### src/hw/rtl/ultrasonic_range_conditioner_assert.svh
// Assertion macros for the ultrasonic range conditioner.
// Expects clk_i and rst_ni in the scope of each use; empty under SYNTHESIS.
`ifndef ULTRASONIC_RANGE_CONDITIONER_ASSERT_SVH
`define ULTRASONIC_RANGE_CONDITIONER_ASSERT_SVH

`ifndef SYNTHESIS

// Check out of reset only.
`define URC_ASSERT(lbl, prop, msg) \
  lbl: assert property (@(posedge clk_i) disable iff (!rst_ni) prop) else $error(msg);

// Check on every edge, reset included.
`define URC_ASSERT_ALWAYS(lbl, prop, msg) \
  lbl: assert property (@(posedge clk_i) prop) else $error(msg);

`else

`define URC_ASSERT(lbl, prop, msg)
`define URC_ASSERT_ALWAYS(lbl, prop, msg)

`endif

`endif

### src/hw/rtl/urc_pkg.sv
// Shared constants and types for the ultrasonic range conditioner.
// No dependencies.
`timescale 1ns / 1ps
`default_nettype none

package urc_pkg;

  // Field widths
  localparam int ECHO_BITS = 16;
  localparam int CM_BITS   = 10;   // unsigned distance range 0..1023
  localparam int OUT_BITS  = 11;   // signed result fields
  localparam int HOLD_BITS = 8;
  localparam int GAIN_BITS = 9;
  localparam int GAIN_FRAC = 8;    // gain is Q1.8

  // APB register map
  localparam int ADDR_BITS = 4;
  localparam int DATA_BITS = 32;

  typedef enum logic [1:0] {
    REG_MAX_DIST   = 2'd0,
    REG_HOLD_LIMIT = 2'd1,
    REG_MAX_JUMP   = 2'd2,
    REG_GAIN       = 2'd3
  } reg_idx_e;

  localparam logic [CM_BITS-1:0]   MAX_DIST_RST   = 10'd400;
  localparam logic [HOLD_BITS-1:0] HOLD_LIMIT_RST = 8'd3;
  localparam logic [CM_BITS-1:0]   MAX_JUMP_RST   = 10'd50;
  localparam logic [GAIN_BITS-1:0] GAIN_RST       = 9'd77;
  localparam logic [GAIN_BITS-1:0] GAIN_ONE       = 9'd256;

  // floor(x / 58) == (x * RECIP_MUL) >> RECIP_SHIFT for every 16-bit x
  localparam int RECIP_BITS  = 17;
  localparam int RECIP_SHIFT = 22;
  localparam int DIV_PROD_BITS = ECHO_BITS + RECIP_BITS;
  localparam logic [RECIP_BITS-1:0] RECIP_MUL = 17'd72316;

  // Rounding offset of the Q1.8 gain product
  localparam int GAIN_ROUND = 128;

  localparam logic signed [OUT_BITS-1:0] CM_NONE = -11'sd1;

endpackage

`default_nettype wire

### src/hw/rtl/ultrasonic_range_conditioner.sv
// Ultrasonic range conditioner: one echo width per beat in, one conditioned range
// per beat out. Channels are served round robin; each keeps an exponential moving
// average with jump rejection and hold-on-miss. Throughput is one beat per cycle
// while the consumer takes results; an accepted echo beat has its divide by 58
// registered in a stage register, then the per-channel filter update feeds the result
// register. The only stall source is a result held by the consumer. Depends on
// urc_pkg and ultrasonic_range_conditioner_assert.svh.
`timescale 1ns / 1ps
`default_nettype none

`include "ultrasonic_range_conditioner_assert.svh"

module ultrasonic_range_conditioner #(
  parameter int CHANNELS  = 3,
  parameter int FRAC_BITS = 8
) (
  input  wire logic                                  clk_i,
  input  wire logic                                  rst_ni,
  // echo input
  input  wire logic                                  echo_valid_i,
  output logic                                       echo_ready_o,
  input  wire logic [urc_pkg::ECHO_BITS-1:0]         echo_us_i,
  // result output
  output logic                                       out_valid_o,
  input  wire logic                                  out_ready_i,
  output logic [((CHANNELS > 1) ? $clog2(CHANNELS) : 1)-1:0] channel_o,
  output logic signed [urc_pkg::OUT_BITS-1:0]        raw_cm_o,
  output logic signed [urc_pkg::OUT_BITS-1:0]        distance_cm_o,
  // configuration
  input  wire logic                                  psel,
  input  wire logic                                  penable,
  input  wire logic                                  pwrite,
  input  wire logic [urc_pkg::ADDR_BITS-1:0]         paddr,
  input  wire logic [urc_pkg::DATA_BITS-1:0]         pwdata,
  output logic [urc_pkg::DATA_BITS-1:0]              prdata,
  output logic                                       pready
);

  localparam int CW   = (CHANNELS > 1) ? $clog2(CHANNELS) : 1;
  localparam int FW   = urc_pkg::CM_BITS + FRAC_BITS;      // filter word
  localparam int PW   = FW + 1 + urc_pkg::GAIN_BITS + 1;   // gain product
  localparam int DW   = PW - urc_pkg::GAIN_FRAC;           // delta
  localparam int NVW  = FW + 4;                            // unclamped update
  localparam logic [CW-1:0] LAST_CH = CW'(CHANNELS - 1);
  localparam logic [FW-1:0] FILT_MAX = {{urc_pkg::CM_BITS{1'b1}}, {FRAC_BITS{1'b0}}};
  localparam logic [FW:0]   HALF_LSB = (FW + 1)'(1) << (FRAC_BITS - 1);

  // ---------------- configuration registers ----------------
  logic [urc_pkg::CM_BITS-1:0]   max_dist_q;
  logic [urc_pkg::HOLD_BITS-1:0] hold_limit_q;
  logic [urc_pkg::CM_BITS-1:0]   max_jump_q;
  logic [urc_pkg::GAIN_BITS-1:0] gain_q;
  urc_pkg::reg_idx_e             reg_idx;
  logic                          cfg_wr;

  assign pready  = 1'b1;
  assign reg_idx = urc_pkg::reg_idx_e'(paddr[3:2]);
  assign cfg_wr  = psel && penable && pwrite;

  always_ff @(posedge clk_i or negedge rst_ni) begin
    if (!rst_ni) begin
      max_dist_q   <= urc_pkg::MAX_DIST_RST;
      hold_limit_q <= urc_pkg::HOLD_LIMIT_RST;
      max_jump_q   <= urc_pkg::MAX_JUMP_RST;
      gain_q       <= urc_pkg::GAIN_RST;
    end else if (cfg_wr) begin
      unique case (reg_idx)
        urc_pkg::REG_MAX_DIST:   max_dist_q   <= pwdata[urc_pkg::CM_BITS-1:0];
        urc_pkg::REG_HOLD_LIMIT: hold_limit_q <= pwdata[urc_pkg::HOLD_BITS-1:0];
        urc_pkg::REG_MAX_JUMP:   max_jump_q   <= pwdata[urc_pkg::CM_BITS-1:0];
        urc_pkg::REG_GAIN:       gain_q       <= pwdata[urc_pkg::GAIN_BITS-1:0];
      endcase
    end
  end

  always_comb begin
    unique case (reg_idx)
      urc_pkg::REG_MAX_DIST:   prdata = urc_pkg::DATA_BITS'(max_dist_q);
      urc_pkg::REG_HOLD_LIMIT: prdata = urc_pkg::DATA_BITS'(hold_limit_q);
      urc_pkg::REG_MAX_JUMP:   prdata = urc_pkg::DATA_BITS'(max_jump_q);
      urc_pkg::REG_GAIN:       prdata = urc_pkg::DATA_BITS'(gain_q);
    endcase
  end

  // ---------------- handshake ----------------
  logic out_valid_q;
  logic s1_valid_q;
  logic out_free;
  logic in_fire;
  logic s2_fire;

  assign out_free     = !out_valid_q || out_ready_i;
  assign echo_ready_o = !s1_valid_q || out_free;
  assign in_fire      = echo_valid_i && echo_ready_o;
  assign s2_fire      = s1_valid_q && out_free;

  // ---------------- stage 1: channel tag and divide by 58 ----------------
  logic [CW-1:0]                      next_ch_q;
  logic [CW-1:0]                      s1_ch_q;
  logic [urc_pkg::OUT_BITS-1:0]       s1_raw_q;
  logic [urc_pkg::DIV_PROD_BITS-1:0]  div_prod;

  assign div_prod = urc_pkg::DIV_PROD_BITS'(echo_us_i) *
                    urc_pkg::DIV_PROD_BITS'(urc_pkg::RECIP_MUL);

  always_ff @(posedge clk_i or negedge rst_ni) begin
    if (!rst_ni) begin
      next_ch_q  <= '0;
      s1_valid_q <= 1'b0;
    end else begin
      if (echo_ready_o) begin
        s1_valid_q <= echo_valid_i;
      end
      if (in_fire) begin
        next_ch_q <= (next_ch_q == LAST_CH) ? '0 : next_ch_q + CW'(1);
      end
    end
  end

  always_ff @(posedge clk_i) begin
    if (in_fire) begin
      s1_ch_q  <= next_ch_q;
      s1_raw_q <= div_prod[urc_pkg::RECIP_SHIFT +: urc_pkg::OUT_BITS];
    end
  end

  // ---------------- stage 2: per-channel filter update ----------------
  logic [FW-1:0]                 filt_q  [CHANNELS];
  logic                          fv_q    [CHANNELS];
  logic [urc_pkg::HOLD_BITS-1:0] miss_q  [CHANNELS];

  logic [FW-1:0]                 cur_filt;
  logic                          cur_fv;
  logic [urc_pkg::HOLD_BITS-1:0] cur_miss;
  logic                          cm_valid;
  logic [FW-1:0]                 target;
  logic signed [FW:0]            diff;
  logic signed [FW:0]            neg_diff;
  logic [FW-1:0]                 mag;
  logic [FW-1:0]                 jump_lim;
  logic [urc_pkg::GAIN_BITS-1:0] gain_eff;
  logic signed [PW-1:0]          prod;
  logic signed [DW-1:0]          delta;
  logic signed [NVW-1:0]         nv;
  logic [FW-1:0]                 upd_filt;
  logic [FW-1:0]                 filt_d;
  logic                          fv_d;
  logic [urc_pkg::HOLD_BITS-1:0] miss_d;
  logic                          none_d;
  logic [FW:0]                   round_sum;
  logic signed [urc_pkg::OUT_BITS-1:0] dist_d;
  logic signed [urc_pkg::OUT_BITS-1:0] raw_d;

  assign cur_filt = filt_q[s1_ch_q];
  assign cur_fv   = fv_q[s1_ch_q];
  assign cur_miss = miss_q[s1_ch_q];

  assign cm_valid = (s1_raw_q != '0) &&
                    (s1_raw_q <= {1'b0, max_dist_q});
  assign target   = {s1_raw_q[urc_pkg::CM_BITS-1:0], {FRAC_BITS{1'b0}}};
  assign diff     = $signed({1'b0, target}) - $signed({1'b0, cur_filt});
  assign neg_diff = -diff;
  assign mag      = diff[FW] ? neg_diff[FW-1:0] : diff[FW-1:0];
  assign jump_lim = {max_jump_q, {FRAC_BITS{1'b0}}};
  assign gain_eff = (gain_q > urc_pkg::GAIN_ONE) ? urc_pkg::GAIN_ONE : gain_q;

  // Round the Q1.8 product half up, then floor (arithmetic shift)
  assign prod  = PW'(diff) * $signed({1'b0, gain_eff}) + PW'(urc_pkg::GAIN_ROUND);
  assign delta = prod[PW-1:urc_pkg::GAIN_FRAC];
  assign nv    = $signed(NVW'({1'b0, cur_filt})) + NVW'(delta);

  always_comb begin
    if (nv[NVW-1]) begin
      upd_filt = '0;
    end else if (nv > $signed(NVW'(FILT_MAX))) begin
      upd_filt = FILT_MAX;
    end else begin
      upd_filt = nv[FW-1:0];
    end
  end

  always_comb begin
    filt_d = cur_filt;
    fv_d   = cur_fv;
    miss_d = cur_miss;
    none_d = 1'b0;
    if (!cm_valid) begin
      // bridge the miss while the hold budget lasts, else drop the channel
      if (cur_fv && (cur_miss < hold_limit_q)) begin
        miss_d = cur_miss + urc_pkg::HOLD_BITS'(1);
      end else begin
        fv_d   = 1'b0;
        none_d = 1'b1;
      end
    end else begin
      miss_d = '0;
      if (!cur_fv) begin
        filt_d = target;
        fv_d   = 1'b1;
      end else if (mag <= jump_lim) begin
        filt_d = upd_filt;
      end
    end
  end

  assign round_sum = {1'b0, filt_d} + HALF_LSB;
  assign dist_d    = none_d ? urc_pkg::CM_NONE
                            : $signed(round_sum[FW:FRAC_BITS]);
  assign raw_d     = cm_valid ? $signed(s1_raw_q) : urc_pkg::CM_NONE;

  always_ff @(posedge clk_i or negedge rst_ni) begin
    if (!rst_ni) begin
      for (int c = 0; c < CHANNELS; c++) begin
        filt_q[c] <= '0;
        fv_q[c]   <= 1'b0;
        miss_q[c] <= '0;
      end
    end else if (s2_fire) begin
      filt_q[s1_ch_q] <= filt_d;
      fv_q[s1_ch_q]   <= fv_d;
      miss_q[s1_ch_q] <= miss_d;
    end
  end

  // ---------------- result register ----------------
  logic [CW-1:0]                       channel_q;
  logic signed [urc_pkg::OUT_BITS-1:0] raw_q;
  logic signed [urc_pkg::OUT_BITS-1:0] dist_q;

  always_ff @(posedge clk_i or negedge rst_ni) begin
    if (!rst_ni) begin
      out_valid_q <= 1'b0;
    end else if (out_free) begin
      out_valid_q <= s1_valid_q;
    end
  end

  always_ff @(posedge clk_i) begin
    if (s2_fire) begin
      channel_q <= s1_ch_q;
      raw_q     <= raw_d;
      dist_q    <= dist_d;
    end
  end

  assign out_valid_o   = out_valid_q;
  assign channel_o     = channel_q;
  assign raw_cm_o      = raw_q;
  assign distance_cm_o = dist_q;

  // ---------------- assertions ----------------
  `URC_ASSERT(a_valid_raw_has_distance,
    out_valid_q && (raw_q != urc_pkg::CM_NONE) |-> (dist_q != urc_pkg::CM_NONE),
    "valid reading produced no filtered distance")
  `URC_ASSERT(a_channel_in_range,
    out_valid_q |-> (channel_q <= LAST_CH),
    "result channel out of range")
  `URC_ASSERT(a_filter_bounded,
    s1_valid_q && fv_q[s1_ch_q] |-> (filt_q[s1_ch_q] <= FILT_MAX),
    "filter state above full scale")
  `URC_ASSERT(a_stage_drains,
    s2_fire |=> out_valid_q,
    "stage beat lost on the way to the result register")

endmodule

`default_nettype wire
### config.mk
export PLATFORM = sky130hd
export DESIGN_NAME = ultrasonic_range_conditioner
export DESIGN_NICKNAME = d
export VERILOG_FILES = /design/src/hw/rtl/urc_pkg.sv /design/src/hw/rtl/ultrasonic_range_conditioner.sv
export VERILOG_INCLUDE_DIRS = /design/src /design/src/hw/rtl
export SDC_FILE = /design/constraint.sdc
export NUM_CORES = 1
export LEC_CHECK = 0
export BUFFER_PORTS_ARGS = -buffer_cell sky130_fd_sc_hd__clkbuf_2
export CORE_UTILIZATION = 64
export DETAILED_ROUTE_END_ITERATION = 10
export PLACE_DENSITY = 0.83
export SYNTH_ARGS = -nofsm -noshare
export SYNTH_HDL_FRONTEND = slang
export SYNTH_SLANG_ARGS = --single-unit
### constraint.sdc
create_clock -name clk_i -period 12.6 [get_ports clk_i]
set_input_delay 1.89 -clock clk_i [delete_from_list [all_inputs] [get_ports clk_i]]
set_output_delay 1.89 -clock clk_i [all_outputs]
set_load 0.01 [all_outputs]
==> run_results.csv, run 1 <==
group,metric,value,unit
outcome,status,"complete, no violations",
sta,fmax,0.0844,GHz
sta,worst_pin_slew,1120,ps
synthesis,synth_edf_count,37,
global_routing,grtUsageMet2,56.3,%
global_routing,gr-total-overflow,0,
cells_and_area,fin_nets,2849,
clock_tree,cts_tree,"built",
clock_tree,cts_made_buffers,17,
floorplanning,core,31900,sq um
synthesis,syn-cell-area,20900,sq um
global_routing,grt_max_degree,87,
synthesis,synth_seq_cells,159,
route,drt_iter0_markers,1578,
synthesis,synth_common_cells,"inv_1 (387), ha_1 (260), fa_1 (230)",
global_routing,grt.busiest_layer,"met2",
worst_setup_path,crit_arrival,12020,ps
synthesis,ys_types,102,
clock_tree,cts_buffer_depth,2,
worst_setup_path,cpMostUsedCell,"fa_1",
global_routing,track_usage,33.6,%
job,cap_violations,0,
floorplanning,initial_core_util,65.7,%
clock_tree,cts_root_buffer,"clkbuf_16",
synthesis,synth_cells,2239,
global_routing,gr-usage-met1,43.0,%
clock_tree,clock-sinks,159,
cells_and_area,n_antenna_cell,0,
hold_path,holdCritPathClass,"flip-flop to flip-flop",
floorplanning,placementRows,65,
worst_setup_path,required,12770,ps
sta,skew,16.8,ps
global_routing,grt_pass1_vias,17334,
cells_and_area,layout-drive-gt1-share,11.2,%
route,ant_nets,0,
worst_setup_path,max_stage_delay,540,ps
synthesis,synth_top_area_share,22.0,%
sta,period_needed,11850,ps
placement,pre_cts_ws,603,ps
synthesis,synth_flop_cell,"dfrtp_1",
route,drt-total-wl,53000,um
clock_tree,clk_latency,440,ps
sta,rsz0062_at_grt,"false",
clock_tree,post_cts_resized,0,
clock_tree,cts_hold_buf,0,
sta,fin_crit_sh,94.0,%
sta,fin_ws,752,ps
worst_setup_path,worstSetupPathType,"flip-flop to flip-flop",
clock_tree,cts_max_level,4,
floorplanning,dieHeight,183,um
clock_tree,post_cts_buffers,0,
route,drt-pass1-iter-count,7,
route,wl_per_cell,19.3,um
synthesis,ys_seq_area_share,20.0,%
sta,slew_violations,0,
worst_setup_path,critPathLaunchType,"flip-flop",
cells_and_area,nFillCells,2331,
synthesis,yosysMostFrequentCell,"inv_1",
route,vias,16510,
global_routing,use_met3,6.75,%
synthesis,async_flop_share,76.7,%
worst_setup_path,critPathSlowestCell,"fa_1",
route,via_per_inst,6.01,
placement,numPortBuffers,70,
sta,finalHoldViolCount,0,
sta,setup_viol,0,
sta,slew_headroom,24.7,%
route,route.detailed.drc,0,
floorplanning,die_area,33400,sq um
synthesis,synth_area_leader_cell,"fa_1",
sta,fin_tns_setup,0,ps
worst_setup_path,crit_path_end_kind,"flip-flop",
placement,place_congestion,0.979,
synthesis,synth.area.top_cells,"fa_1 (22%), ha_1 (16%), dfrtp_1 (13%), inv_1 (6.9%), edfxtp_1 (5.3%)",
placement,dp_hpwl,42200,um
floorplanning,die_width,183,um
cells_and_area,syn2layout_area_growth,6.68,%
floorplanning,io_pins,118,
synthesis,yosys_warnings,0,
synthesis,syn_avg_cell_area,9.35,sq um
global_routing,grt_pass1_wl,87700,um
clock_tree,clkTransAtPathRegs,70,ps
worst_setup_path,cp_max_fo,6,
global_routing,antenna_found_initial,0,
metal layers:
metal / wire (um) / vias up / share of wire (%)
met5: 0 / - / 0
met4: 2140 / 0 / 4.0
met3: 4670 / 173 / 8.8
met2: 25300 / 751 / 48
met1: 20900 / 8123 / 39
li1: - / 7463 / -
metrics by stage:
step	instances	util, %	hold slack [ps]	area (sq um)
floorplan	2260	-	446	21000
global placement	2716	68.2	459	21700
detailed placement	2716	68.2	465	21700
CTS	2748	69.9	482	22300
global route	2748	70.1	506	22300
finish	2748	70.1	483	22300
placed cells by master (no fill, tap or decap), types with 12 or more instances in the layout:
cell type,n
a21o_1,21
a21oi_1,80
and2_1,24
and3_1,14
buf_4,38
clkbuf_16,17
clkbuf_2,69
conb_1,23
dfrtp_1,110
dfstp_2,12
edfxtp_1,37
fa_1,230
ha_1,260
inv_1,387
mux2_2,44
mux2i_1,30
nand2_1,221
nand2b_1,20
nand3_1,18
nand4_1,12
nor2_1,181
nor2b_1,23
nor3_1,21
o21a_1,22
o21ai_0,88
o31ai_1,23
xnor2_1,59
xor2_1,17
cell type report:
class | instances | area (sq um) | share of cell area, %
repair buffers | 108 | 642 | 2.87
clock buffers | 20 | 447 | 2.00
clock inverters | 12 | 105 | 0.471
well taps | 435 | 544 | 2.44
inverters | 391 | 1470 | 6.58
multi-input cells | 1623 | 14900 | 66.9
flip-flops and latches | 159 | 4180 | 18.7
worst max-delay path: cells and delay by family (launching register included):
family / cells / cell delay, ps
AND/OR/NAND/NOR: 9 / 1490
buffers and inverters: 5 / 400
AO/OA/AOI/OAI: 19 / 4680
adder cells (fa/ha/maj): 9 / 3790
XOR/XNOR: 2 / 480
flip-flops: 1 / 490
multiplexers: 2 / 260
state kept, by name (all words and copies together), names as in the netlist, 3 cells and up:
signal	cells
fv_q	3
raw_cm_o	11
filt_q	54
miss_q	24
gain_q	9
max_jump_q	10
s1_raw_q	11
hold_limit_q	8
distance_cm_o	11
max_dist_q	10
cells by family after synthesis:
logic type / synth area share [%]
muxes: 4.89
xor gates and xnor gates: 3.45
AOI/OAI and AO/OA: 11.8
buffers and inverters: 9.29
other: 0.0359
and+or+nand+nor: 13.0
DFF: 20.0
adders and majority gates: 37.5
path summary, 6_finish.rpt:
| check | from | endpoint | slack, ps | depth (start not counted) |
|---|---|---|---|---|
| worst min-delay path | filt_q[17]$_DFFE_PN0P_ | filt_q[17]$_DFFE_PN0P_ | 480 | 2 |
| worst max-delay path | s1_ch_q[0]$_DFFE_PP_ | distance_cm_o[9]$_SDFFCE_PP1P_ | 750 | 46 |
| max in group asynchronous | rst_ni | hold_limit_q[5]$_DFFE_PN0P_ | 9700 | 2 |
| worst max register to register | s1_ch_q[0]$_DFFE_PP_ | distance_cm_o[9]$_SDFFCE_PP1P_ | 750 | 46 |
| min in group asynchronous | rst_ni | filt_q[37]$_DFFE_PN0P_ | 1420 | 1 |
| worst min register to register | filt_q[17]$_DFFE_PN0P_ | filt_q[17]$_DFFE_PN0P_ | 480 | 2 |
Power of run 1 is left out: the tool's default activity adds up to more than one toggle a clock period on the data nets, which glitch-free logic cannot reach.
==> run 2, diff against run 1 <==
- CELL_PAD_IN_SITES_DETAIL_PLACEMENT: default -> 2
- CELL_PAD_IN_SITES_GLOBAL_PLACEMENT: default -> 2
- CORE_UTILIZATION: 64 -> 41
- PLACE_DENSITY: 0.83 -> default
- PLACE_DENSITY_LB_ADDON: default -> 0.1
- clock period: 12.6 -> 11.2 ns (I/O delays scaled with it)
==> run 2 against run 1 <==
Clock-buffer cell count fell by 3; utilization fell by 22 points; flip-flop and latch count did not move; highest routed layer is now met5; largest cell class unchanged.
==> run_results.csv, run 2 (synthesized netlist as in run 1, its figures left out) <==
group,metric,value,unit
outcome,status,"complete, no violations",
cells_and_area,fin_nets,2998,
worst_setup_path,crit_path_end_kind,"flip-flop",
sta,slew_headroom,22.5,%
hold_path,min_path_cells,2,
clock_tree,cts_buffer_depth,2,
floorplanning,die_area,52000,sq um
sta,fin_crit_sh,97.3,%
worst_setup_path,cp_max_fo,7,
worst_setup_path,cpMostUsedCell,"buf_4",
worst_setup_path,reg2reg_depth,51,
global_routing,antenna_found_initial,2,
sta,worst_pin_slew,1160,ps
route,via_per_inst,5.44,
sta,finalHoldViolCount,0,
route,drt-pass1-iter-count,5,
cells_and_area,syn2layout_area_growth,15.5,%
hold_path,holdCritPathClass,"flip-flop to flip-flop",
worst_setup_path,max_stage_delay,550,ps
worst_setup_path,required,11380,ps
worst_setup_path,r2r-start,"s1_ch_q[0]$_DFFE_PP_",
worst_setup_path,worstSetupPathType,"flip-flop to flip-flop",
clock_tree,clk_latency,460,ps
worst_setup_path,r2r_setup_slack,300,ps
worst_setup_path,critPathLaunchType,"flip-flop",
sta,holdWs,484,ps
sta,setup_viol,0,
route,ant_nets,0,
clock_tree,cts_tree,"built",
sta,fmax,0.0918,GHz
floorplanning,io_pins,118,
clock_tree,clkTransAtPathRegs,80,ps
floorplanning,core,50300,sq um
cells_and_area,mostFrequentLayoutCell,"inv_1",
cells_and_area,final_cell_mix,"inv_1 (387), ha_1 (254), fa_1 (229)",
route,vias,17059,
floorplanning,dieHeight,228,um
route,route.detailed.drc,0,
clock_tree,cts_max_level,4,
route,drt-total-wl,73800,um
cells_and_area,top_regs,"filt_q x54, miss_q x24",
floorplanning,initial_core_util,41.6,%
global_routing,grt_pass1_wl,114000,um
worst_setup_path,endpoint,"distance_cm_o[7]$_SDFFCE_PP1P_",
clock_tree,cts_hold_buf,0,
placement,dp_hpwl,60600,um
worst_setup_path,crit_arrival,11080,ps
sta,skew,20.0,ps
clock_tree,cts_made_buffers,17,
placement,place_congestion,0.920,
global_routing,gr-total-overflow,0,
cells_and_area,regMostFlops,"filt_q",
worst_setup_path,critPathSlowestCell,"fa_1",
worst_setup_path,cp-startpoint,"s1_ch_q[0]$_DFFE_PP_",
worst_setup_path,r2r_end,"distance_cm_o[7]$_SDFFCE_PP1P_",
clock_tree,cts_root_buffer,"clkbuf_16",
global_routing,track_usage,28.5,%
floorplanning,placementRows,82,
global_routing,grt_max_degree,69,
job,cap_violations,0,
floorplanning,die_width,228,um
clock_tree,clock-sinks,159,
cells_and_area,nFillCells,5419,
global_routing,grt_pass1_vias,19730,
placement,numPortBuffers,70,
cells_and_area,largest_reg_flops,54,
sta,slew_violations,0,
route,wl_per_cell,23.6,um
route,drt_iter0_markers,723,
sta,period_needed,10900,ps
cells_and_area,layout-drive-gt1-share,18.8,%
==> run 2: cell types whose count changed in the layout (fill, tap and decap cells not counted), sizes merged <==
cell,change
buf,+149
inv,+5
clkbuf,-3
clkinvlp,-2
diode,+1
==> run 2: worst min-delay path by stage <==
| stage | startpoint | endpoint |
|---|---|---|
| floorplan | filt_q[26]$_DFFE_PN0P_ | filt_q[26]$_DFFE_PN0P_ |
| CTS | filt_q[15]$_DFFE_PN0P_ | filt_q[15]$_DFFE_PN0P_ |
| finish | filt_q[35]$_DFFE_PN0P_ | filt_q[35]$_DFFE_PN0P_ |
| detailed placement | filt_q[15]$_DFFE_PN0P_ | filt_q[15]$_DFFE_PN0P_ |
| global route | filt_q[13]$_DFFE_PN0P_ | filt_q[13]$_DFFE_PN0P_ |
| global placement | miss_q[0]$_DFFE_PN0P_ | miss_q[0]$_DFFE_PN0P_ |
==> run 2: cell type report <==
| class | instances | area, sq um | share of cell area, % |
|---|---|---|---|
| multi-input combinational | 1623 | 15300 | 63.1 |
| timing repair buffer | 257 | 1780 | 7.38 |
| inverter | 391 | 1470 | 6.08 |
| clock inverter | 15 | 219 | 0.905 |
| antenna | 1 | 2.50 | 0.0103 |
| sequential | 159 | 4180 | 17.3 |
| clock buffer | 17 | 425 | 1.76 |
| tap | 672 | 841 | 3.48 |
==> run 2: worst max-delay path: cells and delay by family, from the launching register on <==
kind                     cells  cell delay, ps
AND/OR/NAND/NOR             13            1870
adder cells (fa/ha/maj)      8            3350
XOR/XNOR                     2             270
buffers and inverters       11            1420
flip-flops                   1             480
AO/OA/AOI/OAI               17            3190
==> run 2: timing repair <==
action / in CTS / in global routing
setup buffers: 1 / 13
setup endpoints to repair: 13 / 57
gates resized for setup: 19 / 58
pin swaps: 0 / 16
gates cloned: 0 / 0
==> run 2: per-layer routing <==
metal,wire length (um),up-vias,global-route usage [%],part of all wire (%)
met5,31,-,0,0.042
met3,1900,94,2.76,2.6
met4,1870,4,7.80,2.5
li1,-,7751,-,-
met1,30800,8971,34.5,42
met2,39300,239,53.4,53
==> run 2: through the flow <==
stage | worst slack, ps | cell area [sq um] | util [%] | std cells | TNS [ps]
4_1_cts | 23.1 | 23800 | 47.3 | 3121 | 0
3_3_place_gp | 89.5 | 23100 | 45.9 | 3088 | 0
6_report | 301 | 24200 | 48.1 | 3135 | 0
2_1_floorplan | 64.4 | 21000 | - | 2260 | 0
3_5_place_dp | -233 | 23100 | 45.9 | 3088 | -1550
5_1_grt | -223 | 24200 | 48.1 | 3134 | -1300
Power of run 2 is left out for the same reason.
==> run 3, diff against run 2 <==
- CTS_CLUSTER_SIZE: default -> 20
- MAX_ROUTING_LAYER: default -> met4
==> run 3 against run 2 <==
Clock skew grew 3.1 ps; critical path depth shrank 6; sequential share of layout area shrank 0.40 points; final cell count grew 0.77%; hold slack gained 3.4 ps; maximum frequency shrank 2.5%; clock-buffer cell count grew 1; utilization grew 1.1 points; via count grew 2.2%; routed wire length grew 3.1%; first-iteration DRC count shrank 7.1%; design area grew 2.4%.
==> run_results.csv, run 3 (synthesized netlist as in run 1, its figures left out) <==
group,metric,value,unit
sta,skew,23.1,ps
clock_tree,cts_root_buffer,"clkbuf_16",
floorplanning,initial_core_util,41.6,%
worst_setup_path,critPathLaunchType,"flip-flop",
cells_and_area,largest_reg_flops,54,
clock_tree,clkTransAtPathRegs,80,ps
cells_and_area,seq_area,4180,sq um
outcome,status,"complete, no violations",
route,topRoutingLayerUsed,"met4",
clock_tree,cts_hold_buf,0,
route,ant_nets,0,
route,routed-wl-met2,40600,um
cells_and_area,fin_nets,3021,
floorplanning,core,50300,sq um
worst_setup_path,crit_arrival,11430,ps
worst_setup_path,crit_path_end_kind,"flip-flop",
cells_and_area,regMostFlops,"filt_q",
global_routing,gr-total-overflow,0,
cells_and_area,multi_input_area,15600,sq um
route,route.detailed.drc,0,
sta,holdWs,487,ps
worst_setup_path,max_stage_delay,550,ps
sta,slew_headroom,22.0,%
clock_tree,cts_made_buffers,17,
worst_setup_path,worstSetupPathType,"flip-flop to flip-flop",
sta,finalHoldViolCount,0,
hold_path,holdCritPathClass,"flip-flop to flip-flop",
worst_setup_path,cp_max_fo,6,
cells_and_area,final_area,24800,sq um
clock_tree,cts_buffer_depth,2,
route,drt_iter0_markers,672,
job,cap_violations,0,
cells_and_area,top_regs,"filt_q x54, miss_q x24",
global_routing,antenna_found_initial,2,
worst_setup_path,cp_top_family,"adder cells",
route,vias,17442,
cells_and_area,nFillCells,5299,
floorplanning,die_area,52000,sq um
worst_setup_path,critPathSlowestCell,"fa_1",
sta,period_needed,11180,ps
worst_setup_path,required,11450,ps
global_routing,grt_pass1_wl,117000,um
route,drt-total-wl,76100,um
placement,numPortBuffers,70,
global_routing,track_usage,30.1,%
placement,dp_hpwl,61200,um
sta,fin_tns_setup,0,ps
route,via_per_inst,5.52,
cells_and_area,syn2layout_area_growth,18.3,%
placement,placed_cell_area,23000,sq um
worst_setup_path,cpMostUsedCell,"fa_1",
cells_and_area,final_cells,3159,
floorplanning,io_pins,118,
sta,fin_crit_sh,99.8,%
floorplanning,die_width,228,um
cells_and_area,mostFrequentLayoutCell,"inv_1",
clock_tree,cts_max_level,4,
clock_tree,clock-sinks,159,
sta,setup_viol,0,
global_routing,grt_pass1_vias,20108,
route,met1Wirelength,31400,um
sta,fmax,0.0894,GHz
sta,slew_violations,0,
worst_setup_path,path_buf_inv,13,
floorplanning,dieHeight,228,um
placement,place_congestion,0.914,
clock_tree,cts_tree,"built",
clock_tree,clk_latency,470,ps
cells_and_area,final_cell_mix,"inv_1 (387), ha_1 (246), fa_1 (228)",
global_routing,grt_max_degree,51,
cells_and_area,layout-drive-gt1-share,21.2,%
placement,dp.cells,3084,
floorplanning,placementRows,82,
sta,worst_pin_slew,1170,ps
route,wl_met3,1860,um
route,wl_per_cell,24.1,um
route,drt-pass1-iter-count,5,
run 3: changes by cell type in the layout (fill, tap and decap cells not counted), sizes merged:
cell,delta
inv,-3
clkinvlp,+1
clkinv,+1
buf,+23
clkbuf,+1
diode,+1
run 3: path summary, 6_finish.rpt:
| path | start | end | slack [ps] | cells after the start |
|---|---|---|---|---|
| worst max-delay path | s1_ch_q[0]$_DFFE_PP_ | distance_cm_o[10]$_SDFFCE_PP1P_ | 20 | 45 |
| worst min-delay path | miss_q[11]$_DFFE_PN0P_ | miss_q[11]$_DFFE_PN0P_ | 490 | 2 |
| worst max register to register | s1_ch_q[0]$_DFFE_PP_ | distance_cm_o[10]$_SDFFCE_PP1P_ | 20 | 45 |
| worst min register to register | miss_q[11]$_DFFE_PN0P_ | miss_q[11]$_DFFE_PN0P_ | 490 | 2 |
| max in group asynchronous | rst_ni | max_jump_q[7]$_DFFE_PN0P_ | 8360 | 3 |
| min in group asynchronous | rst_ni | filt_q[21]$_DFFE_PN0P_ | 1140 | 1 |
run 3: cell type report:
class,instances,area share [%]
multi-input combinational,1623,63.0
clock inverter,14,0.743
timing repair buffer,280,8.23
inverter,391,5.94
tap,672,3.40
clock buffer,18,1.82
antenna,2,0.0202
sequential,159,16.9
run 3: per-layer routing:
layer,vias up,global-route usage [%]
met2,307,54.7
li1,7805,-
met3,121,2.76
met5,-,-
met1,9209,35.3
met4,0,8.39
run 3: timing repair:
action                                  CTS  global route
endpoints found under the setup margin   52            55
buffers inserted                          4            36
cloned                                    1             0
hold endpoints to repair                  0             0
pin swaps                                 6            79
gates resized for setup                  40           102
run 3: tightest hold or removal path, cell delays in order (launching register included):
cell and delay [ps]:
dfrtp_1 350, nand2_1 50, o31ai_1 60
run 3: per-stage QoR:
stage / utilization, % / setup WS [ps]
after floorplan: - / 64.4
after global placement: 45.8 / -17.4
after detailed placement: 45.8 / -416
after CTS: 47.6 / 0.653
after global routing: 49.3 / -310
final: 49.3 / 18.3
Power of run 3 is left out for the same reason.
